### config.mk
export PLATFORM = sky130hd
export DESIGN_NAME = tccs_queue
export DESIGN_NICKNAME = d
export VERILOG_FILES = /design/src/hdl/text_console_cursor_scroll_unit_defines.svh /design/src/hdl/tccs_pkg.sv /design/src/hdl/tccs_queue.sv
export SDC_FILE = /design/constraint.sdc
export NUM_CORES = 1
export LEC_CHECK = 0
export BUFFER_PORTS_ARGS = -buffer_cell sky130_fd_sc_hd__buf_2
export CORE_ASPECT_RATIO = 2
export CORE_MARGIN = 2
export CORE_UTILIZATION = 47
export CTS_CLUSTER_SIZE = 16
export DETAILED_ROUTE_END_ITERATION = 8
export PLACE_DENSITY = 0.81
export SLEW_MARGIN = 15
export SYNTH_ARGS = -nofsm -noshare
export SYNTH_HDL_FRONTEND = slang
export SYNTH_SLANG_ARGS = --single-unit
### constraint.sdc
create_clock -name clk -period 4.55 [get_ports clk]
set_clock_uncertainty 0.15 [all_clocks]
set_input_delay 0.6825 -clock clk [delete_from_list [all_inputs] [get_ports clk]]
set_output_delay 0.6825 -clock clk [all_outputs]
set_load 0.01 [all_outputs]
### src/hdl/text_console_cursor_scroll_unit_defines.svh
// assertion macros for the text console cursor and scroll unit
// used by the top level only; expects signals clk and rst in scope
`ifndef TEXT_CONSOLE_CURSOR_SCROLL_UNIT_DEFINES_SVH
`define TEXT_CONSOLE_CURSOR_SCROLL_UNIT_DEFINES_SVH
`ifndef SYNTHESIS
// check a property on every clock edge outside reset
`define TCCS_ASSERT(lbl, prop, msg) \
  lbl: assert property (@(posedge clk) disable iff (rst) prop) else $error(msg);
// check a property on every clock edge, reset included
`define TCCS_ASSERT_ALWAYS(lbl, prop, msg) \
  lbl: assert property (@(posedge clk) prop) else $error(msg);
`else
`define TCCS_ASSERT(lbl, prop, msg)
`define TCCS_ASSERT_ALWAYS(lbl, prop, msg)
`endif
`endif

### src/hdl/tccs_pkg.sv
// shared types and constants of the text console cursor and scroll unit
// no dependencies; imported by every module of the block
`timescale 1ns / 1ps
package tccs_pkg;

  // screen geometry and field widths
  localparam int ROWS   = 25;
  localparam int COLS   = 80;
  localparam int ROW_W  = 5;
  localparam int COL_W  = 7;
  localparam int ADDR_W = ROW_W + COL_W;
  localparam int MEM_DEPTH = ROWS * (2 ** COL_W);

  // job queue between front and back
  localparam int QUEUE_DEPTH = 2;
  localparam int QPTR_W = $clog2(QUEUE_DEPTH);
  localparam int QCNT_W = $clog2(QUEUE_DEPTH + 1);

  // command codes
  localparam logic [2:0] CMD_PUT   = 3'd0;
  localparam logic [2:0] CMD_BS    = 3'd1;
  localparam logic [2:0] CMD_UP    = 3'd2;
  localparam logic [2:0] CMD_DOWN  = 3'd3;
  localparam logic [2:0] CMD_CLEAR = 3'd4;
  localparam logic [2:0] CMD_SHOW  = 3'd5;
  localparam logic [2:0] CMD_HIDE  = 3'd6;
  localparam logic [2:0] CMD_READ  = 3'd7;

  // character codes
  localparam logic [7:0] CH_SPACE = 8'h20;
  localparam logic [7:0] CH_NL    = 8'd10;
  localparam logic [7:0] CH_TAB   = 8'd9;
  localparam logic [7:0] CH_CR    = 8'd13;
  localparam logic [7:0] CURSOR_MARK = 8'd128;
  localparam logic [COL_W:0] TAB_MASK = (COL_W + 1)'(3);

  // one result item
  typedef struct packed {
    logic             write_valid;
    logic [ROW_W-1:0] write_row;
    logic [COL_W-1:0] write_col;
    logic [7:0]       write_data;
    logic [ROW_W-1:0] cursor_row;
    logic [COL_W-1:0] cursor_col;
    logic [ROW_W-1:0] top_line;
    logic             repaint;
    logic [7:0]       read_data;
  } result_t;

  // one classified item for the back end
  typedef struct packed {
    logic             mem_wr;
    logic             mem_rd;
    logic             rd_to_write;
    logic             mark;
    logic             clr_line;
    logic             clr_all;
    logic [ROW_W-1:0] line;
    logic [COL_W-1:0] col;
    logic [7:0]       wchar;
    logic [ROW_W-1:0] clr_idx;
    result_t          res;
  } job_t;

  // back end status seen by the top level
  typedef struct packed {
    logic init;
  } back_status_t;

endpackage

### src/hdl/tccs_queue.sv
// small job queue between the front and back ends
// depends on tccs_pkg
`timescale 1ns / 1ps
module tccs_queue import tccs_pkg::*; (
  input  logic clk,
  input  logic rst,
  input  logic push,
  input  job_t push_job,
  input  logic pop,
  output job_t head,
  output logic empty,
  output logic full
);

  job_t              slots [QUEUE_DEPTH];
  logic [QPTR_W-1:0] wr_ptr, rd_ptr;
  logic [QCNT_W-1:0] count;

  assign empty = (count == '0);
  assign full = (count == QCNT_W'(QUEUE_DEPTH));
  assign head = slots[rd_ptr];

  // storage, no reset needed
  always_ff @(posedge clk) begin
    if (push) slots[wr_ptr] <= push_job;
  end

  // pointers and fill count
  always_ff @(posedge clk) begin
    if (rst) begin
      wr_ptr <= '0;
      rd_ptr <= '0;
      count <= '0;
    end else begin
      if (push) begin
        wr_ptr <= (wr_ptr == QPTR_W'(QUEUE_DEPTH - 1)) ? '0 : wr_ptr + 1'b1;
      end
      if (pop) begin
        rd_ptr <= (rd_ptr == QPTR_W'(QUEUE_DEPTH - 1)) ? '0 : rd_ptr + 1'b1;
      end
      if (push && !pop) count <= count + 1'b1;
      else if (pop && !push) count <= count - 1'b1;
    end
  end

endmodule

### After elaboration in Yosys (flattened, before gate mapping)

Memory sizes are Yosys's and may differ from the RTL's. A register that Yosys moved wholly into a read port is not among the register bits.
Cells that the tools add are included.

| cells by class | value |
|---|---|
| reductions and logical operators | 6 |
| multiplexer cells | 8 |
| $add $sub $neg | 4 |
| multipliers | 0 |
| eq/ne operators | 1 |
| shift-type cells | 0 |
| $lt $le $gt $ge | 0 |
| bitwise logic cells | 0 |
| div/mod/pow operators | 0 |

Operators with widths:

| kind | number |
|---|---|
| $mux W1 | 6 |
| $mux W2 | 2 |
| $add A1 B1 Y1 const B | 2 |
| $add A2 B1 Y2 const B | 1 |
| $eq A2 B2 Y1 const B | 1 |
| $logic_and A1 B1 Y1 | 2 |
| $logic_not A1 Y1 | 2 |
| $logic_not A2 Y1 | 1 |
| $reduce_bool A2 Y1 | 1 |
| $sub A2 B1 Y2 const B | 1 |

| storage, ports and cells | value |
|---|---|
| logic and storage cells | 23 |
| memory bits (writable) | 156 |
| register bits | 4 |
| ROM bits | 0 |
| bits of input ports | 82 |
| memories | 1 |
| output and inout port bits | 80 |
| latch bits | 0 |

Memory list:

| name | depth | width | rd ports | clocked after Yosys merged registers in | write ports | line | text |
|---|---|---|---|---|---|---|---|
| slots | 2 | 78 | 1 | 1 | 1 | tccs_queue.sv:15 | `job_t slots [QUEUE_DEPTH];` |

### Logic depth before layout (Yosys ltp)

| logic depth | value |
|---|---|
| word-level depth | 4 |
| depth in mapped cells | 5 |
| mapped depth without buffers | 5 |

### Least setup slack after synthesis

No wires, ideal clock.

| timing path | value |
|---|---|
| path type | input to register |
| from | input push |
| to | memory slots[0][0] in the netlist's numbering (enable) |
| data arrival time | 4.095 ns |
| required time | 3.876 ns |
| path buffers | 0 |
| cell stages on the path | 1 |
| setup slack | -0.219 ns |
| library setup time | 0.524 ns |
| cell sequence | nor2b_1 |

| on the way | value |
|---|---|
| word-level cells in the longest chain between the ends | 2 |

Ends and longest elaborated chain:

| element | line | text |
|---|---|---|
| start, declared | tccs_queue.sv:7 | `input logic push,` |
| $mux W1 | tccs_queue.sv:25 | `if (push) slots[wr_ptr] <= push_job;` |
| $mux W1 (implied by the code) | tccs_queue.sv:25 |  |
| end, declared | tccs_queue.sv:15 |  |

Every way passes these cells.

==> results by group <==
Status
  • Outcome: completed

STA
  • Setup TNS: 0 ps
  • Smallest hold slack: 313.6 ps
  • Final setup violation count: 0
  • Tcrit/Tclk final: 61.02%
  • Final WS setup: 1774 ps
  • Post-route minimum period: 2776 ps
  • RSZ-0062 raised after global routing: false
  • Max-slew headroom: 28.67%
  • Pins Over Slew Limit: 0
  • Max Freq: 360.2 MHz
  • Worst-Margin Slew: 1070 ps
  • Fin. Hold Viols: 0

Floorplanning
  • Die area: 13550 sq um
  • Die X: 83.32 um
  • Height of the die: 162.6 um
  • Rows: 58
  • # IOs: 162
  • Initial Util: 47.65%
  • Core box area: 12410 sq um

Placement
  • GP Congestion: 0.6978
  • IO buf count: 161
  • DP HPWL: 6461 um
  • Setup Slack @ Placement: 1974 ps

Final layout
  • # diodes: 0
  • Final #Nets: 521
  • Area grow syn2layout: 26.03%
  • Final design utilization: 60.05%
  • Share of layout cells above drive strength 1: 59.82%

Global routing
  • First-pass GRT wire length: 15970 um
  • Vias in the first global route: 3218
  • GR Overflow Total: 0
  • Gr usage total: 15.56%
  • Antenna violations before repair: 0
  • Largest net degree at the start of global routing: 79

Clock network
  • CTS resizes: 0
  • CTS tree: yes
  • Max Root-Sink Buffers: 2
  • H-tree levels: 4
  • Setup repair bufs after CTS: 0
  • Post-CTS Hold Fix Bufs: 0
  • Clock sink count: 161
  • Clk Latency, worst-skew pair: 400 ps
  • Num CTS Buffers: 17
  • Clock transition at path regs: 60 ps
  • Root Driver: clkbuf_16

Synthesis
  • Synth Area in Simple Gates: 0.7406%
  • Compound-gate portion of the synthesized area: 0.1693%
  • Post-Syn Nets: 348
  • Synth Cell Area: 5913 sq um
  • Post-synthesis mux area share: 16.12%
  • Area fraction of the dominant cell type after synthesis: 79.22%
  • FF+latch count, synth: 161
  • Post-Synth XOR/XNOR Area: 0.5925%
  • Largest family of logic cells by synthesized area: multiplexers
  • Post-Synth Adder-Cell Area: 0.2116%
  • Post-synthesis sequential area ratio: 80.91%
  • Post-synth top area cell: edfxtp_1
  • Cell count after synthesis: 265
  • Top cells by area, synth: edfxtp_1, mux2_2, mux2_4
  • Count of unique library cells instantiated by Yosys: 16
  • Average cell area after synthesis: 22.31 sq um
  • Synthesis Warnings: 0

Worst setup path
  • Startpoint types: register
  • Worst R2R Setup Slack: 2520 ps
  • R2r startpoint: wr_ptr$_SDFFE_PP0P_
  • Critical Path RT: 3720 ps
  • Worst path arrival time: 1940 ps
  • Worst R2R Path Depth: 2
  • RR Endpoint: slots[0][38]$_DFFE_PP_
  • CP Class: reg -> out
  • CP max FO: 44
  • Setup crit end kind: output port

Power
  • Static leakage: 2.859 nW
  • Power, Total: 3.463 mW
  • Worst VDD drop: 329.6 uV
  • Pwr Density: 464.6 nW/um^2

Detailed routing
  • Vias: 2976
  • DRC violations left: 0
  • Post-DR wirelength/cell: 16.93 um
  • Initial DRC count: 144
  • Via/cell ratio: 4.977
  • Number of routed nets with antenna violations: 0
  • Pre-Repair DR Iteration Count: 5
  • Drt total wl: 10120 um

Hold path
  • Hold_sp: push_job[59]
  • Worst Hold End: slots[0][59]$_DFFE_PP_
  • Hold Crit Depth: 1
  • HP Class: in -> reg

Run
  • Max-cap viol count: 0
## worst max-delay path: stages, from the launching register on
cell     delay (ps)
dfxtp_4         650
buf_16          300
mux2_2          380
buf_2           150
## metrics by stage
stage	area, sq um	cells
3_5_place_dp	6870	568
2_1_floorplan	5916	265
5_1_grt	7452	598
6_report	7452	598
3_3_place_gp	6870	568
4_1_cts	7425	597
## registers in the layout (all words and copies together), names as in the netlist, named ones only
| signal | count |
|---|---|
| wr_ptr | 1 |
| count | 2 |
| rd_ptr | 1 |
| slots | 156 |
## placed cells by master, fill, tap and decap left out
cell,instances
clkinv_2,4
nor2_1,5
buf_2,161
clkbuf_16,17
nor2b_4,1
clkbuf_1,3
ha_1,1
a21oi_1,1
inv_1,1
xor2_1,2
edfxtp_1,156
or3_1,1
buf_16,1
dfxtp_4,1
dfxtp_1,4
nor2b_1,1
clkinv_1,2
bufinv_16,3
mux2_4,20
xnor2_1,2
buf_12,1
o21ai_0,1
and2_4,1
mux2_2,58
## Yosys cell counts
| master | count |
|---|---|
| a21oi_1 | 1 |
| and2_1 | 1 |
| buf_2 | 5 |
| buf_6 | 4 |
| dfxtp_1 | 5 |
| edfxtp_1 | 156 |
| ha_1 | 1 |
| inv_1 | 1 |
| mux2_2 | 58 |
| mux2_4 | 20 |
| nor2_1 | 5 |
| nor2b_1 | 2 |
| o21ai_0 | 1 |
| or3_1 | 1 |
| xnor2_1 | 2 |
| xor2_1 | 2 |
## layout make-up
type	instances	area (sq um)
Clock buffer	20	436.7
Clock inverter	9	117.6
Fill cell	908	4957
Inverter	1	3.754
Multi-Input combinational cell	94	1065
Sequential cell	161	4788
Tap cell	150	187.7
Timing Repair Buffer	163	853.3
## power by group
| group | leakage [nW] | switching (mW) | internal (mW) |
|---|---|---|---|
| clock network | 0.274 | 0.497 | 0.845 |
| logic | 1.08 | 0.176 | 0.178 |
| registers | 1.51 | 0.0347 | 1.73 |
## kinds of logic (layout without fill, tap and decap cells)
| logic type | count (synthesis) | count (layout) |
|---|---|---|
| flip-flops | 161 | 161 |
| multiplexers | 78 | 78 |
| buffers and inverters | 10 | 193 |
| AND/OR/NAND/NOR | 9 | 9 |
| XOR/XNOR | 4 | 4 |
| AO/OA/AOI/OAI | 2 | 2 |
| adder cells (fa/ha/maj) | 1 | 1 |
## how the worst max path moves through the flow
stage	end	slack (ps)	from
3_3_place_gp	head[30]	1980	register
4_1_cts	head[30]	1530	register
3_5_place_dp	slots[0][39]$_DFFE_PP_	1970	push
2_1_floorplan	slots[0][0]$_DFFE_PP_	1240	push
6_report	head[30]	1770	register
5_1_grt	head[3]	1660	register
## routing by layer
metal  track usage, %  vias up  wire length (um)
li1                 -     1393                 -
met1            18.00     1425              4031
met2            24.89      149              4874
met3            7.501        9              1113
met4            6.334        0               104
met5                0        -                 0
Note: power is estimated with default switching activity, not from simulation.
