==> src/hdl/text_console_cursor_scroll_unit_defines.svh <==
// assertion macros for the text console cursor and scroll unit
// used by the top level only; expects signals clk and rst in scope
`ifndef TEXT_CONSOLE_CURSOR_SCROLL_UNIT_DEFINES_SVH
`define TEXT_CONSOLE_CURSOR_SCROLL_UNIT_DEFINES_SVH
`ifndef SYNTHESIS
// check a property on every clock edge outside reset
`define TCCS_ASSERT(lbl, prop, msg) \
  lbl: assert property (@(posedge clk) disable iff (rst) prop) else $error(msg);
// check a property on every clock edge, reset included
`define TCCS_ASSERT_ALWAYS(lbl, prop, msg) \
  lbl: assert property (@(posedge clk) prop) else $error(msg);
`else
`define TCCS_ASSERT(lbl, prop, msg)
`define TCCS_ASSERT_ALWAYS(lbl, prop, msg)
`endif
`endif

==> src/hdl/tccs_pkg.sv <==
// shared types and constants of the text console cursor and scroll unit
// no dependencies; imported by every module of the block
`timescale 1ns / 1ps
package tccs_pkg;

  // screen geometry and field widths
  localparam int ROWS   = 25;
  localparam int COLS   = 80;
  localparam int ROW_W  = 5;
  localparam int COL_W  = 7;
  localparam int ADDR_W = ROW_W + COL_W;
  localparam int MEM_DEPTH = ROWS * (2 ** COL_W);

  // job queue between front and back
  localparam int QUEUE_DEPTH = 2;
  localparam int QPTR_W = $clog2(QUEUE_DEPTH);
  localparam int QCNT_W = $clog2(QUEUE_DEPTH + 1);

  // command codes
  localparam logic [2:0] CMD_PUT   = 3'd0;
  localparam logic [2:0] CMD_BS    = 3'd1;
  localparam logic [2:0] CMD_UP    = 3'd2;
  localparam logic [2:0] CMD_DOWN  = 3'd3;
  localparam logic [2:0] CMD_CLEAR = 3'd4;
  localparam logic [2:0] CMD_SHOW  = 3'd5;
  localparam logic [2:0] CMD_HIDE  = 3'd6;
  localparam logic [2:0] CMD_READ  = 3'd7;

  // character codes
  localparam logic [7:0] CH_SPACE = 8'h20;
  localparam logic [7:0] CH_NL    = 8'd10;
  localparam logic [7:0] CH_TAB   = 8'd9;
  localparam logic [7:0] CH_CR    = 8'd13;
  localparam logic [7:0] CURSOR_MARK = 8'd128;
  localparam logic [COL_W:0] TAB_MASK = (COL_W + 1)'(3);

  // one result item
  typedef struct packed {
    logic             write_valid;
    logic [ROW_W-1:0] write_row;
    logic [COL_W-1:0] write_col;
    logic [7:0]       write_data;
    logic [ROW_W-1:0] cursor_row;
    logic [COL_W-1:0] cursor_col;
    logic [ROW_W-1:0] top_line;
    logic             repaint;
    logic [7:0]       read_data;
  } result_t;

  // one classified item for the back end
  typedef struct packed {
    logic             mem_wr;
    logic             mem_rd;
    logic             rd_to_write;
    logic             mark;
    logic             clr_line;
    logic             clr_all;
    logic [ROW_W-1:0] line;
    logic [COL_W-1:0] col;
    logic [7:0]       wchar;
    logic [ROW_W-1:0] clr_idx;
    result_t          res;
  } job_t;

  // back end status seen by the top level
  typedef struct packed {
    logic init;
  } back_status_t;

endpackage

==> src/hdl/tccs_front.sv <==
// front end: holds cursor and top line, classifies each command into a job
// depends on tccs_pkg
`timescale 1ns / 1ps
module tccs_front import tccs_pkg::*; (
  input  logic             clk,
  input  logic             rst,
  input  logic             accept,
  input  logic [2:0]       command,
  input  logic [7:0]       char_code,
  input  logic [ROW_W-1:0] read_row,
  input  logic [COL_W-1:0] read_col,
  output job_t             job
);

  logic [ROW_W-1:0] top_line, top_line_next;
  logic [ROW_W-1:0] cursor_row, cursor_row_next;
  logic [COL_W-1:0] cursor_col, cursor_col_next;

  logic [ROW_W:0]   cur_sum, rd_sum;
  logic [ROW_W-1:0] cur_line, rd_line;
  logic [ROW_W-1:0] top_inc, top_dec;
  logic [COL_W:0]   tab_col, col_inc;
  logic             row_last, wrap, rep, rd_in_range;

  // ring line of the cursor row and of the read row
  always_comb begin
    cur_sum = {1'b0, top_line} + {1'b0, cursor_row};
    if (cur_sum >= (ROW_W + 1)'(ROWS)) cur_sum = cur_sum - (ROW_W + 1)'(ROWS);
    cur_line = cur_sum[ROW_W-1:0];
    rd_sum = {1'b0, top_line} + {1'b0, read_row};
    if (rd_sum >= (ROW_W + 1)'(ROWS)) rd_sum = rd_sum - (ROW_W + 1)'(ROWS);
    rd_line = rd_sum[ROW_W-1:0];
  end

  assign top_inc = (top_line == ROW_W'(ROWS - 1)) ? '0 : top_line + 1'b1;
  assign top_dec = (top_line == '0) ? ROW_W'(ROWS - 1) : top_line - 1'b1;
  assign tab_col = ({1'b0, cursor_col} | TAB_MASK) + 1'b1;
  assign col_inc = {1'b0, cursor_col} + 1'b1;
  assign row_last = (cursor_row == ROW_W'(ROWS - 1));
  assign rd_in_range = ({1'b0, read_row} < (ROW_W + 1)'(ROWS)) &&
                       ({1'b0, read_col} < (COL_W + 1)'(COLS));

  // classify the command and work out the next cursor and top line
  always_comb begin
    job = '0;
    top_line_next = top_line;
    cursor_row_next = cursor_row;
    cursor_col_next = cursor_col;
    wrap = 1'b0;
    rep = 1'b0;
    case (command)
      CMD_PUT: begin
        if (char_code == CH_NL) begin
          wrap = 1'b1;
        end else if (char_code == CH_TAB) begin
          if (tab_col >= (COL_W + 1)'(COLS)) wrap = 1'b1;
          else cursor_col_next = tab_col[COL_W-1:0];
        end else if (char_code != CH_CR) begin
          job.mem_wr = 1'b1;
          job.line = cur_line;
          job.col = cursor_col;
          job.wchar = char_code;
          job.res.write_valid = 1'b1;
          job.res.write_row = cursor_row;
          job.res.write_col = cursor_col;
          job.res.write_data = char_code;
          if (col_inc >= (COL_W + 1)'(COLS)) wrap = 1'b1;
          else cursor_col_next = col_inc[COL_W-1:0];
        end
      end
      CMD_BS: begin
        if (cursor_col != '0) begin
          cursor_col_next = cursor_col - 1'b1;
          job.mem_wr = 1'b1;
          job.line = cur_line;
          job.col = cursor_col - 1'b1;
          job.wchar = CH_SPACE;
          job.res.write_valid = 1'b1;
          job.res.write_row = cursor_row;
          job.res.write_col = cursor_col - 1'b1;
          job.res.write_data = CH_SPACE;
        end
      end
      CMD_UP: begin
        job.clr_line = 1'b1;
        job.clr_idx = top_line;
        top_line_next = top_inc;
        if (cursor_row != '0) cursor_row_next = cursor_row - 1'b1;
        rep = 1'b1;
      end
      CMD_DOWN: begin
        job.clr_line = 1'b1;
        job.clr_idx = top_dec;
        top_line_next = top_dec;
        if (!row_last) cursor_row_next = cursor_row + 1'b1;
        rep = 1'b1;
      end
      CMD_CLEAR: begin
        job.clr_all = 1'b1;
        top_line_next = '0;
        cursor_row_next = '0;
        cursor_col_next = '0;
        rep = 1'b1;
      end
      CMD_SHOW, CMD_HIDE: begin
        job.mem_rd = 1'b1;
        job.rd_to_write = 1'b1;
        job.mark = (command == CMD_SHOW);
        job.line = cur_line;
        job.col = cursor_col;
        job.res.write_valid = 1'b1;
        job.res.write_row = cursor_row;
        job.res.write_col = cursor_col;
      end
      default: begin
        // read cell; outside the screen reads as zero
        if (rd_in_range) begin
          job.mem_rd = 1'b1;
          job.line = rd_line;
          job.col = read_col;
        end
      end
    endcase

    // next row, with a scroll up past the bottom
    if (wrap) begin
      cursor_col_next = '0;
      if (row_last) begin
        job.clr_line = 1'b1;
        job.clr_idx = top_line;
        top_line_next = top_inc;
        rep = 1'b1;
      end else begin
        cursor_row_next = cursor_row + 1'b1;
      end
    end

    job.res.cursor_row = cursor_row_next;
    job.res.cursor_col = cursor_col_next;
    job.res.top_line = top_line_next;
    job.res.repaint = rep;
  end

  // state update on each accepted item
  always_ff @(posedge clk) begin
    if (rst) begin
      top_line <= '0;
      cursor_row <= '0;
      cursor_col <= '0;
    end else if (accept) begin
      top_line <= top_line_next;
      cursor_row <= cursor_row_next;
      cursor_col <= cursor_col_next;
    end
  end

endmodule

==> config.mk <==
export PLATFORM = sky130hd
export DESIGN_NAME = tccs_front
export DESIGN_NICKNAME = d
export VERILOG_FILES = /design/src/hdl/text_console_cursor_scroll_unit_defines.svh /design/src/hdl/tccs_pkg.sv /design/src/hdl/tccs_front.sv
export SDC_FILE = /design/constraint.sdc
export NUM_CORES = 1
export LEC_CHECK = 0
export BUFFER_PORTS_ARGS = -buffer_cell sky130_fd_sc_hd__buf_2
export CORE_ASPECT_RATIO = 0.8
export CORE_MARGIN = 5
export CORE_UTILIZATION = 50
export CTS_CLUSTER_DIAMETER = 120
export DETAILED_ROUTE_END_ITERATION = 10
export PLACE_DENSITY = 0.86
export SYNTH_ARGS = -nofsm -noshare
export SYNTH_HDL_FRONTEND = slang
export SYNTH_SLANG_ARGS = --single-unit
==> constraint.sdc <==
create_clock -name clk -period 6.2 [get_ports clk]
set_clock_uncertainty 0.2 [all_clocks]
set_input_delay 1.86 -clock clk [delete_from_list [all_inputs] [get_ports clk]]
set_output_delay 1.86 -clock clk [all_outputs]
set_load 0.02 [all_outputs]
# Word-level counts from Yosys, hierarchy flattened

Index checks and enable logic that the tools add are counted.

Flip-flop bits (word level): 17
Input bits: 26
Output and inout bits: 78
Logic and storage cells: 97

Add/subtract/negate cells: 11
Order comparisons: 6
Equal/unequal tests: 11
Multiplexer cells: 57
Reductions and logical operators: 9

Operators by type and width:

| kind                | number |
|---|---|
| $mux 21             | 4 |
| $mux 20             | 4 |
| $mux 5              | 12 |
| $mux 7              | 7 |
| $pmux 12 s4         | 1 |
| $pmux 13 s3         | 1 |
| $pmux 8 s2          | 2 |
| $pmux 5 s3          | 2 |
| $pmux 7 s3          | 1 |
| $mux 1              | 18 |
| $add 7x1->8 const B | 2 |
| $eq 8x4->1 const B  | 2 |
| $ge 8x7->1 const B  | 2 |
| $add 5x5->6         | 2 |
| $ge 6x5->1 const B  | 2 |
| $mux 12             | 1 |
| $add 5x1->5 const B | 2 |
| $eq 5x5->1 const B  | 2 |
| $pmux 5 s2          | 1 |
| $sub 5x1->5 const B | 2 |
| $sub 5x5->5 const B | 2 |
| $eq 3x3->1 const B  | 3 |
| $ne 8x4->1 const B  | 1 |
| $lt 7x7->1 const B  | 1 |
| other kinds (14)    | 17 |

# Longest topological paths before layout

Gate-level depths: netlist of run 1.

Depth in word-level cells: 8
Mapped depth: 11
Depth with buffers taken out: 10

# Worst setup path after synthesis of run 1

Ideal clock, no wire load.

Path type: in2out
Start point: in char_code[4]
End point: out job[22] (netlist name)
Arrival: 3.788 ns
Required time: 4.140 ns
Path slack: 0.352 ns
Stages on the path: 8
Buffers on the path: 1
Path through: or4_4 nor3_4 nor2_2 a21o_1 buf_6 nand2_2 a22oi_1 o31ai_1

RTL lines:

| item        | line             | RTL |
|---|---|---|
| from (decl) | tccs_front.sv:9  | `input logic [7:0] char_code,` |
| to (decl)   | tccs_front.sv:12 | `output job_t job` |

==> metrics.sh, run 1 <==
FINAL_NETS=654
SYNTHESIS_STAGE_REGISTER_BIT_COUNT=17
CLOCK_TREE.HTREE_LEVEL_COUNT=1
YOSYSTOPAREACELLSHARE_PCT=9.510
WORST-R2R-CELL-COUNT=9
GRT_PASS1_VIAS=4204
HOLD_VIOLATIONS=0
CORE_AREA_UM2=6925
CLK_PIN_SLEW_WORST_PATHS_PS=80
INTERNAL_POWER_mW=0.2557
MAX_SLEW_MARGIN_PCT=47.19
GRT_START_MAX_NET_PINS=20
AREAGROWTHSYNTHTOFINISH_PCT=15.31
TRITONCTS='done'
DESIGN_POWER_TOTAL_mW=0.4899
LEAKAGEPOWER_nW=2.027
P_SWITCHING_mW=0.2341
DIE_AREA_UM2=8959
START_POINT_OF_THE_WORST_MIN_DELAY_PATH='cursor_col[0]'
PLACED_CELLS_INCL_TAPS=680
MIN-DELAY-PATH-CLASS='reg -> reg'
POWER.DENSITY_nW_PER_UM2=118.7
FINAL_STD_CELLS_W_O_FILL=686
GRT_REMAINING_OVERFLOW=0
TOTALNEGATIVESETUPSLACK_PS=0
WORST_HOLD_PATH.ENDPOINT='cursor_col[0]'
NUMCLOCKSINKS=17
YOSYS_WARNINGS=0
CELL_TYPE_WITH_THE_LARGEST_TOTAL_AREA_AFTER_SYNTHESIS='sky130_fd_sc_hd__dfxtp_1'
CTS_MADE_BUFFERS=3
NUMBER_OF_SLEW_LIMIT_VIOLATIONS_IN_THE_FINAL_REPORT=0
FP.DIEW_UM=104.6
SYN-CELL-AREA_UM2=3578
REG2REG_SLACK_PS=2870
CTSROOTBUFFERMASTER='sky130_fd_sc_hd__clkbuf_8'
ROUTED-VIA-COUNT=4428
ROUTEDWLPERCELL_UM=18.24
ROUTED_VIA_DENSITY=6.455
POWER.SHARE.SWITCHING_PCT=47.80
RUN_STATUS='finished clean'
KIND_OF_CAPTURE_POINT_OF_THE_WORST_SETUP_PATH='output port'
SHARE_CLK_OF_TOTAL_POWER_PCT=18.8
CRITICAL_PATH_REQUIRED_PS=4140
UTILIZATION_PCT=59.58
POWER.SHARE.SEQUENTIAL_PCT=26.5
RSZ0062_AT_GRT='false'
YOSYSUNIQUECELLTYPES=82
TIMING.FINAL.SETUP_VIOLATIONS=0
POST_ROUTE_CELLS_DRIVE_ABOVE_1_SHARE_PCT=24.21
CRITICAL_PATH.STARTPOINT_TYPE='input pin'
CLK_LATENCY_PS=260
AVG_CELL_AREA_SYN_UM2=6.855
ANTENNADIODECOUNT=0
REG2REG_FROM='cursor_col[3]'
SYNTH_ENABLE_FLOP_CELLS=0
CP.ARRIVAL_PS=3990
TIMING.FINAL.CRIT_PERIOD_PS=6052
CLOCK.FMAX_MHz=165.2
GRT_FIRST_PASS_WIRELENGTH_UM=20130
WL_UM=12510
TIMING.HOLD.WORST_PATH_DEPTH=3
VDD_DROP_MAX_V=0.0001163
CTS.PATH.MAX_BUFFERS=2
SYNTH_AREA_LEADERS='sky130_fd_sc_hd__dfxtp_1 (9.5%), sky130_fd_sc_hd__ha_1 (9.1%), sky130_fd_sc_hd__nand2_1 (6.0%)'
WORST_R2R_ENDPOINT='cursor_row[1]'
CHIPHEIGHT_UM=85.67
DETAILED_PLACE_HPWL_UM=9723
CTS_HOLD_BUF=0
NUM_ROWS=27
SYNTH_SEQ_AREA_SHARE_PCT=9.510
PERIOD_SHARE_PCT=97.62
CRITPATHMAXFANOUT=6
TIGHTESTPINTRANSITION_PS=789.3
NETLIST_INSTANCES=522
GP_ROUTABILITY_CONGESTION=0.9826
GRT_ANTENNA_BEFORE_REPAIR=0
MAXCAPVIOLCOUNT=0
TIMING.SETUP.CRITICAL_PATH_CLASS='in -> out'
REMAINING_DRC_ERRORS=0
IOS=104
GRT_USAGE_PCT=26.37
COMBINATIONALPOWERSHARE_PCT=54.7
POSTSYNTH.ASYNCRESETSHARE_PCT=0
DRT_FIRST_PASS_ITERS=7
ANTENNA_VIOL_NETS_FINAL=0
DRT_FIRST_ITER_VIOLATIONS=505
IO_BUFFERS=95
YOSYS_MOST_USED_DFF='sky130_fd_sc_hd__dfxtp_1'
EFFECTIVE_UTILIZATION_AT_FLOORPLAN_PCT=51.67
stage by stage:
stage	area (um^2)	hold WS, ps	setup WS, ps
floorplan	3605	339.7	351.5
global placement	4040	436.9	186.9
finish	4126	464.1	147.6
detailed placement	4040	446.9	103.5
CTS	4086	457.9	108.9
global route	4126	496.5	8.922
flip-flops by register name, summed over array words and instances, names as in the netlist:
signal and flops:
cursor_col 7, cursor_row 5, top_line 5
cell families (layout without fill, tap and decap cells):
family	Yosys count	in the layout	share of synthesized area, %
compound gates	185	185	36.26
simple gates	182	182	25.52
buf+inv	80	150	10.98
fa+ha+maj	28	28	10.21
xor+xnor	21	21	5.140
flops	17	17	9.511
mux	8	8	2.273
other cells	1	8	0.1048
power by group through the flow:
stage | sequential, mW | combinational, mW | clock (mW)
after floorplan | 0.121 | 0.199 | 0
after global placement | 0.131 | 0.251 | 0
after detailed placement | 0.131 | 0.259 | 0
after CTS | 0.129 | 0.260 | 0.0916
after global routing | 0.131 | 0.290 | 0.0968
final | 0.130 | 0.268 | 0.0923
synthesized netlist by cell type, drive strengths merged, types with 3 or more instances:
master   instances
nor2b            5
nand2           58
nor3b            3
and2             5
xnor2           17
o21ai           43
a22o             3
o21a             8
a21boi           3
dfxtp           17
o221ai           8
or3              6
a21o            15
nand4            5
or2              3
o32ai            5
nor3            20
o21bai           4
and3             5
nor2            42
nand2b           6
a221oi           3
clkbuf          23
o31ai            5
ha              26
mux2i            7
buf             24
o2111ai          3
xor2             4
o22ai            7
nand3           14
a21oi           39
a311oi           6
inv             33
a31oi            9
cells in the final DEF (no fill, tap or decap), types with 9 or more instances in the layout:
master	count
sky130_fd_sc_hd__buf_2	95
sky130_fd_sc_hd__nand2_1	57
sky130_fd_sc_hd__nor2_1	40
sky130_fd_sc_hd__o21ai_0	36
sky130_fd_sc_hd__a21oi_1	35
sky130_fd_sc_hd__inv_1	33
sky130_fd_sc_hd__ha_1	26
sky130_fd_sc_hd__buf_4	18
sky130_fd_sc_hd__nor3_1	17
sky130_fd_sc_hd__dfxtp_1	17
sky130_fd_sc_hd__xnor2_1	16
sky130_fd_sc_hd__a21o_1	15
sky130_fd_sc_hd__nand3_1	13
sky130_fd_sc_hd__a31oi_1	9
repair_timing:
action	CTS	global route
buffers inserted	0	2
resized for setup	0	5
setup endpoints to repair	0	6
cell type report:
type / instances / area (um^2)
clock buffers: 3 / 41.29
inverters: 33 / 123.9
repair buffers: 113 / 610.6
flip-flops and latches: 17 / 340.3
clock inverters: 1 / 5.005
fillers: 671 / 2799
well taps: 87 / 108.9
multi-input cells: 432 / 2897
worst max-delay path: stages:
cell and delay, ps:
sky130_fd_sc_hd__buf_2 110, sky130_fd_sc_hd__or4_4 580, sky130_fd_sc_hd__nor3_4 180, sky130_fd_sc_hd__nand4_1 250
sky130_fd_sc_hd__o21ai_0 160, sky130_fd_sc_hd__o22ai_1 100, sky130_fd_sc_hd__a222oi_1 500, sky130_fd_sc_hd__nor2_1 80
sky130_fd_sc_hd__buf_2 170
worst max path at each step:
stage | from | to | slack [ps]
floorplan | char_code[4] | job[22] | 350
global placement | char_code[4] | job[14] | 190
detailed placement | read_row[0] | job[69] | 100
CTS | read_row[0] | job[69] | 110
global route | read_row[0] | job[70] | 9
finish | char_code[4] | job[14] | 150
layer usage:
metal | track usage (%) | share of wire [%] | up-vias
met5 | 0 | 0 | -
met4 | 7.549 | 2.5 | 0
met3 | 5.418 | 12 | 45
met2 | 41.00 | 43 | 343
met1 | 36.95 | 42 | 1989
li1 | - | - | 2051
Power figures use the tool's default switching activity.
==> inputs of run 2 (changes only) <==
- clock period: 6.2 -> 6.9 ns (I/O delays scaled with it)
==> metrics.sh, run 2 (synthesis gave the netlist of run 1 again) <==
MIN-DELAY-PATH-CLASS='reg -> reg'
CRITICAL_PATH.STARTPOINT_TYPE='input pin'
COMBINATIONALPOWERSHARE_PCT=53.9
FILL_CELLS=647
WORST-R2R-CELL-COUNT=8
GRT_REMAINING_OVERFLOW=0
UTILIZATION_PCT=57.92
MOST-COMMON-LAYOUT-CELLS='sky130_fd_sc_hd__buf_2 (95), sky130_fd_sc_hd__nand2_1 (57), sky130_fd_sc_hd__nor2_1 (40), sky130_fd_sc_hd__o21ai_0 (36), sky130_fd_sc_hd__a21oi_1 (36)'
REMAINING_DRC_ERRORS=0
PLACEDINSTANCEAREA_UM2=3958
CRITICAL-PATH-SLOWEST-CELL='sky130_fd_sc_hd__nor4_1'
CRITICAL-PATH-TOP-DELAY-FAMILY='compound AO/OA/AOI/OAI gates'
CP.ARRIVAL_PS=4440
MAXCAPVIOLCOUNT=0
TIMING.FINAL.SETUP_VIOLATIONS=0
POSTCTSSETUPREPAIRBUFS=0
CRITICAL_PATH_BUF_INV_COUNT=2
ROUTED_VIA_DENSITY=6.508
DRT_FIRST_PASS_ITERS=5
POST_ROUTE_CELLS_DRIVE_ABOVE_1_SHARE_PCT=22.18
TRITONCTS='done'
DESIGN_AREA_UM2=4011
SHARE_CLK_OF_TOTAL_POWER_PCT=19.2
CORE_AREA_UM2=6925
TIGHTESTPINTRANSITION_PS=840.9
CTS_MADE_BUFFERS=3
CLOCK.FMAX_MHz=149.1
ROUTEDWLPERCELL_UM=18.21
MAX_SLEW_MARGIN_PCT=43.73
FINAL_NETS=641
CLOCK_TREE.HTREE_LEVEL_COUNT=1
CRITICAL_PATH.MOST_COMMON_CELL='sky130_fd_sc_hd__buf_2'
ROUTED-VIA-COUNT=4380
WL_UM=12260
CRITICAL_PATH_CELL_COUNT=8
GP_ROUTABILITY_CONGESTION=1.045
CTS_HOLD_BUF=0
CLK_PIN_SLEW_WORST_PATHS_PS=90
POWER.SHARE.SWITCHING_PCT=48.02
TOP_LAYER='met4'
GRT_USAGE_PCT=26.12
P_SWITCHING_mW=0.2095
LARGEST_REGISTERS='cursor_col x7, cursor_row x5, top_line x5'
AREAGROWTHSYNTHTOFINISH_PCT=12.10
IOS=104
POWER.DENSITY_nW_PER_UM2=108.7
TIMING.HOLD.WORST_PATH_DEPTH=2
CRITPATHMAXFANOUT=11
PERIOD_SHARE_PCT=97.21
DETAILED_PLACE_HPWL_UM=9624
GRT_START_MAX_NET_PINS=20
VDD_DROP_MAX_V=0.00006410
TOTALNEGATIVESETUPSLACK_PS=0
INTERNAL_POWER_mW=0.2267
CTSROOTBUFFERMASTER='sky130_fd_sc_hd__clkbuf_8'
WORST_R2R_ENDPOINT='cursor_row[1]'
ANTENNA_VIOL_NETS_FINAL=0
FLIP_FLOP_COUNT_OF_THE_LARGEST_REGISTER_AFTER_LAYOUT=7
DRT_FIRST_ITER_VIOLATIONS=523
GRT_ANTENNA_BEFORE_REPAIR=0
NUM_ROWS=27
CRIT_PATH_MAX_INCR_DELAY_PS=510
ANTENNADIODECOUNT=0
NUMCLOCKSINKS=17
KIND_OF_CAPTURE_POINT_OF_THE_WORST_SETUP_PATH='output port'
ROUTE.LAYER.MET1.WL_UM=5159
NUMBER_OF_SLEW_LIMIT_VIOLATIONS_IN_THE_FINAL_REPORT=0
RSZ0062_AT_GRT='false'
REG2REG_FROM='cursor_col[3]'
FP.DIEW_UM=104.6
CTS_RESIZED=0
GRT_PASS1_VIAS=3992
REG2REG_SLACK_PS=3550
CLK_LATENCY_PS=270
REGISTERS.TOP_BY_FF_COUNT='cursor_col'
DIE_AREA_UM2=8959
TIMING.SETUP.CRITICAL_PATH_CLASS='in -> out'
WORST_HOLD_PATH.ENDPOINT='top_line[0]'
DETAILROUTE.WIRELENGTH.MET3_UM=1545
RUN_STATUS='finished clean'
CRITICAL_PATH_REQUIRED_PS=4630
CTS.PATH.MAX_BUFFERS=2
TIMING.FINAL.CRIT_PERIOD_PS=6708
LAYOUT_COMMONEST_CELL='sky130_fd_sc_hd__buf_2'
LEAKAGEPOWER_nW=1.952
GRT_FIRST_PASS_WIRELENGTH_UM=19930
ORIGIN_OF_THE_WORST_SETUP_PATH='char_code[4]'
EFFECTIVE_UTILIZATION_AT_FLOORPLAN_PCT=51.67
START_POINT_OF_THE_WORST_MIN_DELAY_PATH='top_line[0]'
HOLD_VIOLATIONS=0
CRITICAL_PATH.CELL_CHAIN='buf_2 > nor4_1 > o2111ai_1 > a311oi_2 > a21o_1 > nand2_2 > a311o_1 > buf_2'
POWER.SHARE.SEQUENTIAL_PCT=26.9
CHIPHEIGHT_UM=85.67
IO_BUFFERS=95
DETAILROUTE.WIRELENGTH.MET2_UM=5309
## run 2: changes by cell type in the layout (fill, tap and decap cells not counted), sizes merged
cell and delta:
buf -13
## run 2: worst min-delay path, cell delays in order (launching register included)
cell                        delay [ps]
sky130_fd_sc_hd__dfxtp_1           420
sky130_fd_sc_hd__nor2_1            160
sky130_fd_sc_hd__a2111oi_2          70
## run 2: how the worst max path moves through the flow
stage and end:
2_1_floorplan job[22], 3_3_place_gp job[9], 3_5_place_dp job[12], 4_1_cts job[12]
5_1_grt job[24], 6_report job[24]
## run 2: cell type report
| type | instances | area (um^2) | area share (%) |
|---|---|---|---|
| inverter | 33 | 123.9 | 3.088 |
| timing repair buffer | 100 | 513.0 | 12.79 |
| clock buffer | 3 | 41.29 | 1.029 |
| multi-input combinational | 432 | 2879 | 71.77 |
| clock inverter | 1 | 5.005 | 0.1248 |
| sequential | 17 | 340.3 | 8.484 |
| tap | 87 | 108.9 | 2.714 |
## run 2: per-layer routing
metal  track usage (%)  vias up
met5                 0        -
met4             6.388        0
met3             5.192       31
met2             39.85      315
met1             37.71     2004
li1                  -     2030
## run 2: stage by stage
stage | power, mW | hold WS (ps) | std cells | setup slack [ps]
after floorplan | 0.2871 | 339.7 | 529 | 631.5
after global placement | 0.3425 | 443.9 | 669 | 349.6
after detailed placement | 0.3484 | 454.6 | 669 | 212.5
after CTS | 0.4294 | 480.9 | 673 | 193.8
after global routing | 0.4593 | 504.9 | 673 | 32.84
final | 0.4362 | 487.1 | 673 | 192.5
## run 2: power by group through the flow
stage / logic, mW / clock network (mW) / registers (mW)
2_1_floorplan: 0.179 / 0 / 0.108
3_5_place_dp: 0.229 / 0 / 0.119
5_1_grt: 0.257 / 0.0840 / 0.118
4_1_cts: 0.231 / 0.0818 / 0.117
3_3_place_gp: 0.224 / 0 / 0.119
6_report: 0.235 / 0.0836 / 0.118
==> inputs of run 3 (changes only) <==
- CORE_UTILIZATION: 50 -> 54
- PLACE_DENSITY: 0.86 -> 0.92
==> metrics.sh, run 3 (synthesis gave the netlist of run 1 again) <==
GRT_FIRST_PASS_WIRELENGTH_UM=20370
CLOCK_TREE.HTREE_LEVEL_COUNT=1
NUMCLOCKSINKS=17
CRITICAL_PATH.STARTPOINT_TYPE='input pin'
ROUTED_VIA_DENSITY=6.605
CTS_MADE_BUFFERS=3
DRT_FIRST_PASS_ITERS=7
PLACEDINSTANCEAREA_UM2=3961
VDD_DROP_MAX_V=0.00009032
EFFECTIVE_UTILIZATION_AT_FLOORPLAN_PCT=55.84
POST-ROUTE-WORST-SETUP-SLACK_PS=334.6
LEAKAGEPOWER_nW=1.958
POWER.DENSITY_nW_PER_UM2=108.4
DIE_AREA_UM2=8365
CP.ARRIVAL_PS=4300
TOTALNEGATIVESETUPSLACK_PS=0
LARGEST_REGISTERS='cursor_col x7, cursor_row x5, top_line x5'
IOS=104
CTSROOTBUFFERMASTER='sky130_fd_sc_hd__clkbuf_8'
POSTCTSSETUPREPAIRBUFS=0
CTS.PATH.MAX_BUFFERS=2
CRITICAL_PATH_REQUIRED_PS=4630
WL_UM=12550
RUN_STATUS='finished clean'
GRT_ANTENNA_BEFORE_REPAIR=0
WORST-R2R-CELL-COUNT=8
CORE_AREA_UM2=6409
GRT_USAGE_PCT=28.82
DRT_FIRST_ITER_VIOLATIONS=616
TIMING.FINAL.SETUP_VIOLATIONS=0
FP.DIEW_UM=101.0
CLK_PIN_SLEW_WORST_PATHS_PS=80
ANTENNADIODECOUNT=0
REMAINING_DRC_ERRORS=0
PERIOD_SHARE_PCT=95.15
NUMBER_OF_SLEW_LIMIT_VIOLATIONS_IN_THE_FINAL_REPORT=0
GRT_START_MAX_NET_PINS=20
REG2REG_SLACK_PS=3540
MIN-DELAY-PATH-CLASS='reg -> reg'
CLK_LATENCY_PS=270
TRITONCTS='done'
GP_ROUTABILITY_CONGESTION=1.021
REGISTERS.TOP_BY_FF_COUNT='cursor_col'
IO_BUFFERS=95
KIND_OF_CAPTURE_POINT_OF_THE_WORST_SETUP_PATH='output port'
MAXCAPVIOLCOUNT=0
CHIPHEIGHT_UM=82.81
GRT_PASS1_VIAS=4195
MOST-COMMON-LAYOUT-CELLS='sky130_fd_sc_hd__buf_2 (95), sky130_fd_sc_hd__nand2_1 (57), sky130_fd_sc_hd__nor2_1 (40), sky130_fd_sc_hd__o21ai_0 (36), sky130_fd_sc_hd__a21oi_1 (36)'
CLOCK.FMAX_MHz=152.3
GRT_REMAINING_OVERFLOW=0
TIMING.SETUP.CRITICAL_PATH_CLASS='in -> out'
TIMING.HOLD.WORST_PATH_DEPTH=2
CTS_HOLD_BUF=0
CRITPATHMAXFANOUT=5
FINAL_NETS=642
TIGHTESTPINTRANSITION_PS=840.5
NUM_ROWS=26
LAYOUT_COMMONEST_CELL='sky130_fd_sc_hd__buf_2'
FLIP_FLOP_COUNT_OF_THE_LARGEST_REGISTER_AFTER_LAYOUT=7
POST_ROUTE_CELLS_DRIVE_ABOVE_1_SHARE_PCT=22.49
ANTENNA_VIOL_NETS_FINAL=0
HOLD_VIOLATIONS=0
PLACE_WORST_SETUP_SLACK_PS=203.4
CTS_RESIZED=0
DETAILED_PLACE_HPWL_UM=9633
TIMING.FINAL.CRIT_PERIOD_PS=6565
ROUTED-VIA-COUNT=4432
MAX_SLEW_MARGIN_PCT=43.76
RSZ0062_AT_GRT='false'
ROUTEDWLPERCELL_UM=18.70
DESIGN_AREA_UM2=4021
AREAGROWTHSYNTHTOFINISH_PCT=12.38
run 3: cell types whose count changed in the layout (fill, tap and decap cells not counted), sizes merged:
cell	before	now
buf	100	101
run 3: metrics by stage:
stage	hold WS, ps	std cells	utilization (%)	power, mW
finish	494.8	671	62.75	0.4360
floorplan	339.7	529	-	0.2871
global route	509.4	671	62.75	0.4631
global placement	438.5	667	61.81	0.3400
CTS	480.0	671	62.53	0.4272
detailed placement	467.4	667	61.81	0.3473
run 3: worst max-delay path, cell delays in order:
cell	delay (ps)
sky130_fd_sc_hd__buf_2	130
sky130_fd_sc_hd__or4_4	570
sky130_fd_sc_hd__nor3_2	230
sky130_fd_sc_hd__nand2_1	210
sky130_fd_sc_hd__nand3_1	130
sky130_fd_sc_hd__o22ai_1	80
sky130_fd_sc_hd__a222oi_1	530
sky130_fd_sc_hd__nor2_1	140
sky130_fd_sc_hd__buf_2	190
run 3: report_power, final:
group | leakage (nW) | internal (mW) | total, mW | switching [mW]
clock | 0.0255 | 0.0403 | 0.0830 | 0.0426
sequential | 0.138 | 0.102 | 0.118 | 0.0151
combinational | 1.79 | 0.0840 | 0.235 | 0.151
run 3: final timing paths:
kind / to / from
max: job[14] / char_code[4]
min: top_line[1] / top_line[1]
max reg2reg: cursor_row[1] / cursor_col[3]
min reg2reg: top_line[1] / top_line[1]
run 3: final cells by class:
cell class                      count  area (um^2)
Clock inverter                      1        5.005
Timing Repair Buffer              101        520.5
Multi-Input combinational cell    432         2885
Inverter                           33        123.9
Sequential cell                    17        340.3
Clock buffer                        3        41.29
Fill cell                         573         2387
Tap cell                           84        105.1
run 3: routing by layer:
layer / global-route usage, % / part of all wire (%) / vias to the layer above
met1: 40.98 / 41 / 1994
met2: 42.80 / 43 / 361
li1: - / - / 2027
met5: 0 / 0 / -
met3: 7.956 / 14 / 50
met4: 7.005 / 2.4 / 0
